File: src/design/ssc_pkg.sv
// ssc_pkg: shared types for the stack sort unit
// sequencer states and the result record passed to the output register
// no dependencies
package ssc_pkg;

	localparam int OUT_W = 16;

	typedef enum logic [2:0] {
		ST_LOAD,
		ST_FETCH,
		ST_CMP,
		ST_FLUSH,
		ST_EMIT_RD,
		ST_EMIT
	} state_t;

	typedef struct packed {
		logic [OUT_W-1:0] value;
		logic             sortable;
		logic             last;
	} result_t;

endpackage

File: src/design/ssc_ram.sv
// ssc_ram: generic simple dual port ram, one write port, one registered read port
// no dependencies
module ssc_ram #(
	parameter int WIDTH = 16,
	parameter int DEPTH = 64
) (
	input  logic                                   clk,
	input  logic                                   we,
	input  logic [(DEPTH > 1 ? $clog2(DEPTH) : 1)-1:0] waddr,
	input  logic [WIDTH-1:0]                       wdata,
	input  logic                                   re,
	input  logic [(DEPTH > 1 ? $clog2(DEPTH) : 1)-1:0] raddr,
	output logic [WIDTH-1:0]                       rdata
);

	logic [WIDTH-1:0] mem [DEPTH];

	always_ff @(posedge clk) begin
		if (we) begin
			mem[waddr] <= wdata;
		end
		if (re) begin
			rdata <= mem[raddr];
		end
	end

endmodule

File: src/design/ssc_out_reg.sv
// ssc_out_reg: output holding register for the result stream
// depends on ssc_pkg for the result record
module ssc_out_reg (
	input  logic             clk,
	input  logic             arst_n,
	input  logic             load,
	input  ssc_pkg::result_t d,
	output logic             free,
	output logic             valid,
	input  logic             ready,
	output ssc_pkg::result_t q
);

	import ssc_pkg::*;

	logic    valid_q;
	result_t data_q;

	assign free  = !valid_q || ready;
	assign valid = valid_q;
	assign q     = data_q;

	always_ff @(posedge clk or negedge arst_n) begin
		if (!arst_n) begin
			valid_q <= 1'b0;
		end else if (free) begin
			valid_q <= load;
		end
	end

	always_ff @(posedge clk) begin
		if (load && free) begin
			data_q <= d;
		end
	end

endmodule

File: src/design/stack_sort_with_sortability_check_unit.sv
// stack_sort_with_sortability_check_unit: top level, load / sort / emit sequencer
// depends on ssc_pkg, ssc_ram, ssc_out_reg
//
// channel   dir  handshake            payload
// s_axis    in   tvalid / tready      tdata = sample_value, tlast = is_final
// m_axis    out  tvalid / tready      tdata = out_value, tuser = was_sortable,
//                                     tlast = end_of_run
//
// loading accepts each request on s_axis; the final request starts the sort
// sort: fetch the first element, then each compare step either pushes the next
// element onto the stack or pops the top entry into the sorted buffer
// emit: prime the buffer read in ST_EMIT_RD, then one result per cycle while
// m_axis_tready is high; the block takes new requests once the last result is
// in the output register. reset clears the sequencer, counters, flags and output valid only
module stack_sort_with_sortability_check_unit #(
	parameter int MAX_LEN     = 64,
	parameter int VALUE_WIDTH = 16
) (
	input  logic                    clk,
	input  logic                    arst_n,
	input  logic                    s_axis_tvalid,
	output logic                    s_axis_tready,
	input  logic [15:0]             s_axis_tdata,   // [15:0] sample_value
	input  logic                    s_axis_tlast,
	output logic                    m_axis_tvalid,
	input  logic                    m_axis_tready,
	output logic [ssc_pkg::OUT_W-1:0] m_axis_tdata, // [15:0] out_value
	output logic                    m_axis_tuser,   // [0] was_sortable
	output logic                    m_axis_tlast
);

	import ssc_pkg::*;

	localparam int AW = (MAX_LEN > 1) ? $clog2(MAX_LEN) : 1;
	localparam int CW = $clog2(MAX_LEN + 1);
	localparam int VW = VALUE_WIDTH;
	localparam logic [CW-1:0] LEN_MAX = CW'(MAX_LEN);
	localparam logic [CW-1:0] ONE     = CW'(1);
	localparam logic [CW-1:0] TWO     = CW'(2);

	state_t        state_q, state_d;
	logic [CW-1:0] cnt_q, cnt_d;
	logic [CW-1:0] idx_q, idx_d;
	logic [CW-1:0] sp_q, sp_d;
	logic [CW-1:0] wr_q, wr_d;
	logic [VW-1:0] top_q, top_d;
	logic          top_src_q, top_src_d;
	logic [VW-1:0] prev_q, prev_d;
	logic          asc_q, asc_d;

	logic          in_we, in_re;
	logic [AW-1:0] in_waddr, in_raddr;
	logic [VW-1:0] in_rdata;
	logic          st_we, st_re;
	logic [AW-1:0] st_waddr, st_raddr;
	logic [VW-1:0] st_rdata;
	logic          ob_we, ob_re;
	logic [AW-1:0] ob_raddr;
	logic [VW-1:0] ob_rdata;

	logic          accept;
	logic [VW-1:0] top_val;
	logic [CW-1:0] idx_inc;
	logic          out_load, out_free;
	result_t       out_d, out_q;

	assign accept  = s_axis_tvalid && s_axis_tready;
	assign top_val = top_src_q ? st_rdata : top_q;
	assign idx_inc = idx_q + ONE;

	ssc_ram #(.WIDTH(VW), .DEPTH(MAX_LEN)) u_in_ram (
		.clk   (clk),
		.we    (in_we),
		.waddr (in_waddr),
		.wdata (VW'(s_axis_tdata)),
		.re    (in_re),
		.raddr (in_raddr),
		.rdata (in_rdata)
	);

	ssc_ram #(.WIDTH(VW), .DEPTH(MAX_LEN)) u_stack_ram (
		.clk   (clk),
		.we    (st_we),
		.waddr (st_waddr),
		.wdata (in_rdata),
		.re    (st_re),
		.raddr (st_raddr),
		.rdata (st_rdata)
	);

	ssc_ram #(.WIDTH(VW), .DEPTH(MAX_LEN)) u_out_ram (
		.clk   (clk),
		.we    (ob_we),
		.waddr (wr_q[AW-1:0]),
		.wdata (top_val),
		.re    (ob_re),
		.raddr (ob_raddr),
		.rdata (ob_rdata)
	);

	ssc_out_reg u_out_reg (
		.clk    (clk),
		.arst_n (arst_n),
		.load   (out_load),
		.d      (out_d),
		.free   (out_free),
		.valid  (m_axis_tvalid),
		.ready  (m_axis_tready),
		.q      (out_q)
	);

	assign m_axis_tdata = out_q.value;
	assign m_axis_tuser = out_q.sortable;
	assign m_axis_tlast = out_q.last;

	always_comb begin
		state_d   = state_q;
		cnt_d     = cnt_q;
		idx_d     = idx_q;
		sp_d      = sp_q;
		wr_d      = wr_q;
		top_d     = top_q;
		top_src_d = top_src_q;
		prev_d    = prev_q;
		asc_d     = asc_q;

		s_axis_tready = 1'b0;
		in_we    = 1'b0;
		in_waddr = cnt_q[AW-1:0];
		in_re    = 1'b0;
		in_raddr = idx_q[AW-1:0];
		st_we    = 1'b0;
		st_waddr = sp_q[AW-1:0];
		st_re    = 1'b0;
		st_raddr = AW'(sp_q - TWO);
		ob_we    = 1'b0;
		ob_re    = 1'b0;
		ob_raddr = idx_q[AW-1:0];
		out_load = 1'b0;
		out_d.value    = OUT_W'(asc_q ? ob_rdata : in_rdata);
		out_d.sortable = asc_q;
		out_d.last     = (idx_inc == cnt_q);

		case (state_q)
			ST_LOAD: begin
				s_axis_tready = 1'b1;
				if (accept) begin
					if (cnt_q < LEN_MAX) begin
						in_we = 1'b1;
						cnt_d = cnt_q + ONE;
					end
					if (s_axis_tlast) begin
						idx_d     = '0;
						sp_d      = '0;
						wr_d      = '0;
						asc_d     = 1'b1;
						top_src_d = 1'b0;
						state_d   = ST_FETCH;
					end
				end
			end
			ST_FETCH: begin
				in_re   = 1'b1;
				state_d = ST_CMP;
			end
			ST_CMP, ST_FLUSH: begin
				if (state_q == ST_FLUSH || (sp_q != '0 && in_rdata > top_val)) begin
					// pop the top entry into the sorted buffer
					ob_we = 1'b1;
					if (wr_q != '0 && prev_q > top_val) begin
						asc_d = 1'b0;
					end
					prev_d = top_val;
					wr_d   = wr_q + ONE;
					sp_d   = sp_q - ONE;
					if (sp_q > ONE) begin
						st_re     = 1'b1;
						top_src_d = 1'b1;
					end else if (state_q == ST_FLUSH) begin
						idx_d   = '0;
						state_d = ST_EMIT_RD;
					end
				end else begin
					// push and, if more elements remain, prefetch the next element
					st_we     = 1'b1;
					top_d     = in_rdata;
					top_src_d = 1'b0;
					sp_d      = sp_q + ONE;
					if (idx_inc < cnt_q) begin
						in_re    = 1'b1;
						in_raddr = idx_inc[AW-1:0];
						idx_d    = idx_inc;
					end else begin
						state_d = ST_FLUSH;
					end
				end
			end
			ST_EMIT_RD: begin
				in_re   = !asc_q;
				ob_re   = asc_q;
				state_d = ST_EMIT;
			end
			ST_EMIT: begin
				if (out_free) begin
					out_load = 1'b1;
					if (idx_inc == cnt_q) begin
						cnt_d   = '0;
						sp_d    = '0;
						state_d = ST_LOAD;
					end else begin
						idx_d    = idx_inc;
						in_re    = !asc_q;
						ob_re    = asc_q;
						in_raddr = idx_inc[AW-1:0];
						ob_raddr = idx_inc[AW-1:0];
					end
				end
			end
			default: begin
				state_d = ST_LOAD;
			end
		endcase
	end

	always_ff @(posedge clk or negedge arst_n) begin
		if (!arst_n) begin
			state_q   <= ST_LOAD;
			cnt_q     <= '0;
			idx_q     <= '0;
			sp_q      <= '0;
			wr_q      <= '0;
			top_src_q <= 1'b0;
			asc_q     <= 1'b1;
		end else begin
			state_q   <= state_d;
			cnt_q     <= cnt_d;
			idx_q     <= idx_d;
			sp_q      <= sp_d;
			wr_q      <= wr_d;
			top_src_q <= top_src_d;
			asc_q     <= asc_d;
		end
	end

	always_ff @(posedge clk) begin
		top_q  <= top_d;
		prev_q <= prev_d;
	end

endmodule

File: config.mk
export PLATFORM = sky130hd
export DESIGN_NAME = stack_sort_with_sortability_check_unit
export DESIGN_NICKNAME = d
export VERILOG_FILES = /design/src/design/ssc_pkg.sv /design/src/design/ssc_ram.sv /design/src/design/ssc_out_reg.sv /design/src/design/stack_sort_with_sortability_check_unit.sv
export SDC_FILE = /design/constraint.sdc
export NUM_CORES = 2
export LEC_CHECK = 0
export CORE_AREA = 3 3 565 567
export CTS_CLUSTER_DIAMETER = 80
export CTS_CLUSTER_SIZE = 25
export DETAILED_ROUTE_END_ITERATION = 16
export DIE_AREA = 0 0 568 570
export DONT_BUFFER_PORTS = 1
export GPL_ROUTABILITY_DRIVEN = 0
export SLEW_MARGIN = 30
export SYNTH_ARGS = -nofsm -noshare
export SYNTH_HDL_FRONTEND = slang
export SYNTH_HIERARCHICAL = 1
export SYNTH_SLANG_ARGS = --single-unit
File: constraint.sdc
create_clock -name clk -period 4.71 [get_ports clk]
set_input_delay 0.942 -clock clk [delete_from_list [all_inputs] [get_ports clk]]
set_output_delay 0.942 -clock clk [all_outputs]
set_load 0.05 [all_outputs]
==> impl_results.md <==
* Outcome: finished, violations left
* Failing checks: negative setup slack
* Main combinational cell family by area after synthesis: multiplexers
* Fillers at 26.3k
* DR WL/cell at 29.0 um
* Worst r2r src: top_src_q
* CTS tree: done
* Tcrit/Tclk final at 1.03
* Ports at 41
* Top Usage Layer GRT: met2
* Req. time, crit path at 5.26 ns
* Clock Skew at 0.128 ns
* Core area at 315000 um^2
* Final wirelength at 314000 um
* Layout Nets at 6674
* VDD IR-drop max at 0.391 mV
* Largest net degree at the start of global routing at 122
* Post-synthesis adder-cell area fraction at 0.00488
* Setup CP Type: reg2reg
* Post-synthesis compound-gate area fraction at 0.0286
* Syn Std Cell Area at 126000 um^2
* DR iter-0 viols at 6914
* Post-synth EDFFs at 3170
* Hold Startpoint: s_axis_tdata[11]
* Die X at 568 um
* CTS Buffer Depth at 4
* Synth Area in Simple Gates at 0.0312
* Detail Route Antenna Nets at 0
* Avg Inst Size Synth at 21.1 um^2
* Lkg Pwr at 45.3 nW
* Seq pwr share at 0.661
* Fraction of registers with async set/reset at 0.0106
* Port buffer count at 0
* DIE HEIGHT at 570 um
* Sw power at 8.97 mW
* Flops & latches, synth at 3204
* Post-synthesis mux area share at 0.152
* Inserted Clock Buffers at 163
* # clock sinks at 3204
* Placed insts at 10.5k
* Worst-path clk slew at 0.10 ns
* Combinational power share at 0
* Fin. max-slew vios at 0
* Netlist cell types at 86
* First-pass GRT wire length at 454000 um
* Finished Layout Cells at 10.8k
* Sw Share at 0.192
* Total Die Area at 324000 um^2
* Router iterations before antenna repair at 6
* WP data arrival at 5.40 ns
* Via/cell ratio at 5.69
* Clock Latency Late Sink at 0.91 ns
* Worst Setup End Kind: register
* Met2 GRT Util at 0.313
* RSZ-0062 raised after global routing: true
* Hold_ws at 0.161 ns
* Type of the most critical hold path: in2reg
* Most frequent cells in the layout: 3170 x edfxtp_1, 689 x buf_4, 656 x mux4_2
* MaxCap Viol Count at 0
* GRT Overall Usage at 0.191
* CP Launch Point: top_src_q
* Cells after synthesis at 5965
* Met1 Usage GRT at 0.268
* Clock Tree Root: clkbuf_16
* Final hold violations at 0
* Internal at 37.8 mW
* Layout cell share with drive strength beyond 1 at 0.291
* Slew HR at 0.306
* Critical Path Fanout Max at 7
* Fmax at 206 MHz
* Clk network pwr share at 0.338
* Commonest non-fill, non-tap cell in the layout: edfxtp_1
* DRC at 0
* DR vias at 61.7k
* Number of antenna violations at the first check in global routing at 13
* Vias in the first global route at 61.9k
* CTS HTree Levels at 4
* GR Util met3 at 0.0258
* Post-Synth XOR/XNOR Area at 0.000696
* Setup WS post-layout at -0.136 ns
* Worst-margin pin slew at 1.04 ns
* PwrDens at 330 nW/um^2
* Area grow syn2layout at 12.7%
* Post-synth top flop: edfxtp_1
* Num rows at 206
* CP Launch Type: register
* Syn nets at 6035
* Setup-failing EPs final at 16
* Min Tclk post-route at 4.85 ns
* Synth warn at 6
* Register area share after synthesis at 0.764
* Gr ovfl total at 0
* Starting density of the core at 0.400
* Post-DP HPWL at 196000 um
-- critical path, cell delays in order (launching register included) --
cell and delay (ns):
dfrtp_2 0.47, clkbuf_16 0.19, buf_4 0.14, mux2i_2 0.18
ha_1 0.30, nand4_1 0.18, a2111oi_4 0.43, o41ai_4 0.16
a31oi_4 0.34, xnor2_4 0.17, buf_12 0.17, buf_16 0.20
buf_12 0.14, buf_4 0.10, mux4_2 0.47, nor2b_1 0.18
a211o_1 0.29, a31oi_4 0.28, a311oi_1 0.08
-- sequential cells by signal (all words and copies together) (netlist names) --
| name | cells |
|---|---|
| u_in_ram/mem | 1024 |
| u_out_ram/mem | 1024 |
| u_stack_ram/mem | 1024 |
| u_out_reg/q | 18 |
| prev_q | 16 |
| top_q | 16 |
| u_in_ram/rdata | 16 |
| u_out_ram/rdata | 16 |
| u_stack_ram/rdata | 16 |
| cnt_q | 7 |
| idx_q | 7 |
| sp_q | 7 |
| wr_q | 7 |
| state_q | 3 |
| asc_q | 1 |
| top_src_q | 1 |
| u_out_reg/valid | 1 |
-- worst paths after layout --
| kind | to | cells after the start | slack (ns) |
|---|---|---|---|
| max | u_in_ram/rdata[13] | 18 | -0.14 |
| min | u_in_ram/mem[21][11] | 0 | 0.16 |
| max reg2reg | u_in_ram/rdata[13] | 18 | -0.14 |
| min reg2reg | idx_q[6] | 1 | 0.54 |
| max in group asynchronous | idx_q[0] | 2 | 3.76 |
| min in group asynchronous | sp_q[4] | 2 | 0.61 |
-- metal layers --
metal	share of wire	vias to the layer above
met5	0.000095	-
met4	0.034	4
met3	0.065	419
met2	0.49	2158
met1	0.41	33200
li1	-	25900
-- synth_stat cells, drive strengths merged (10+ instances only) --
cell / n / area share
a41oi: 15 / 0.0010
a311oi: 24 / 0.0017
edfxtp: 3170 / 0.76
o21ai: 59 / 0.0025
a211oi: 25 / 0.0015
a221oi: 48 / 0.0033
mux2: 102 / 0.0092
or3: 10 / 0.00050
nor4: 11 / 0.0011
mux2i: 273 / 0.022
nor2: 246 / 0.0075
ha: 49 / 0.0049
nand4: 46 / 0.0023
clkbuf: 89 / 0.0028
a21oi: 79 / 0.0032
a22oi: 118 / 0.0070
buf: 235 / 0.015
mux4: 672 / 0.12
nor3: 14 / 0.00060
a22o: 21 / 0.0015
dfrtp: 33 / 0.0066
a221o: 18 / 0.0014
a211o: 24 / 0.0017
nand2: 217 / 0.0067
nor2b: 95 / 0.0047
and4: 16 / 0.0011
a31oi: 25 / 0.0014
nand3: 98 / 0.0039
nand2b: 14 / 0.00076
inv: 43 / 0.0013
-- power groups by stage --
| stage | combinational (mW) | sequential [mW] | clock (mW) |
|---|---|---|---|
| 2_1_floorplan | 0.000843 | 31.6 | 0 |
| 5_1_grt | 0.0134 | 30.9 | 17.3 |
| 3_5_place_dp | 0.000876 | 31.6 | 0 |
| 6_report | 0.0123 | 30.9 | 15.8 |
| 3_3_place_gp | 0.000893 | 31.6 | 0 |
| 4_1_cts | 0.0130 | 30.9 | 16.3 |
-- stage by stage --
stage          setup slack, ns  instance area [um^2]  power [mW]   util  TNS [ns]
2_1_floorplan          0.00582                126000        31.6      -         0
3_3_place_gp            -0.591                135000        31.6  0.430     -5.55
3_5_place_dp            -0.536                135000        31.6  0.430     -3.71
4_1_cts                 -0.113                141000        47.2  0.448     -1.02
5_1_grt                 -0.220                142000        48.2  0.450     -2.95
6_report                -0.136                142000        46.8  0.450     -1.07
-- kinds of logic (layout without fill, tap and decap cells) --
logic type | count (synthesis) | in the layout
other cells | 0 | 7
fa+ha+maj | 49 | 49
compound gates | 488 | 488
xor+xnor | 10 | 10
buf+inv | 367 | 1080
mux | 1047 | 1048
flops | 3204 | 3204
simple gates | 800 | 800
-- final cells by class --
| class | count | area (um^2) | area share |
|---|---|---|---|
| flip-flops and latches | 3204 | 96000 | 0.678 |
| multi-input cells | 2395 | 28100 | 0.198 |
| repair buffers | 797 | 7300 | 0.0515 |
| well taps | 4160 | 5200 | 0.0367 |
| clock buffers | 191 | 4290 | 0.0303 |
| clock inverters | 49 | 597 | 0.00421 |
| inverters | 43 | 176 | 0.00124 |
| diodes | 7 | 17.5 | 0.000124 |
-- what timing repair did --
item | 4_1_cts | 5_1_grt
pin swaps | 18 | 40
cloned | 8 | 6
hold endpoints to repair | 34 | 0
endpoints found under the setup margin | 17 | 28
buffers inserted | 23 | 30
hold buffers | 2 | 0
gates resized for setup | 52 | 94
(Power assumes the default switching activity.)
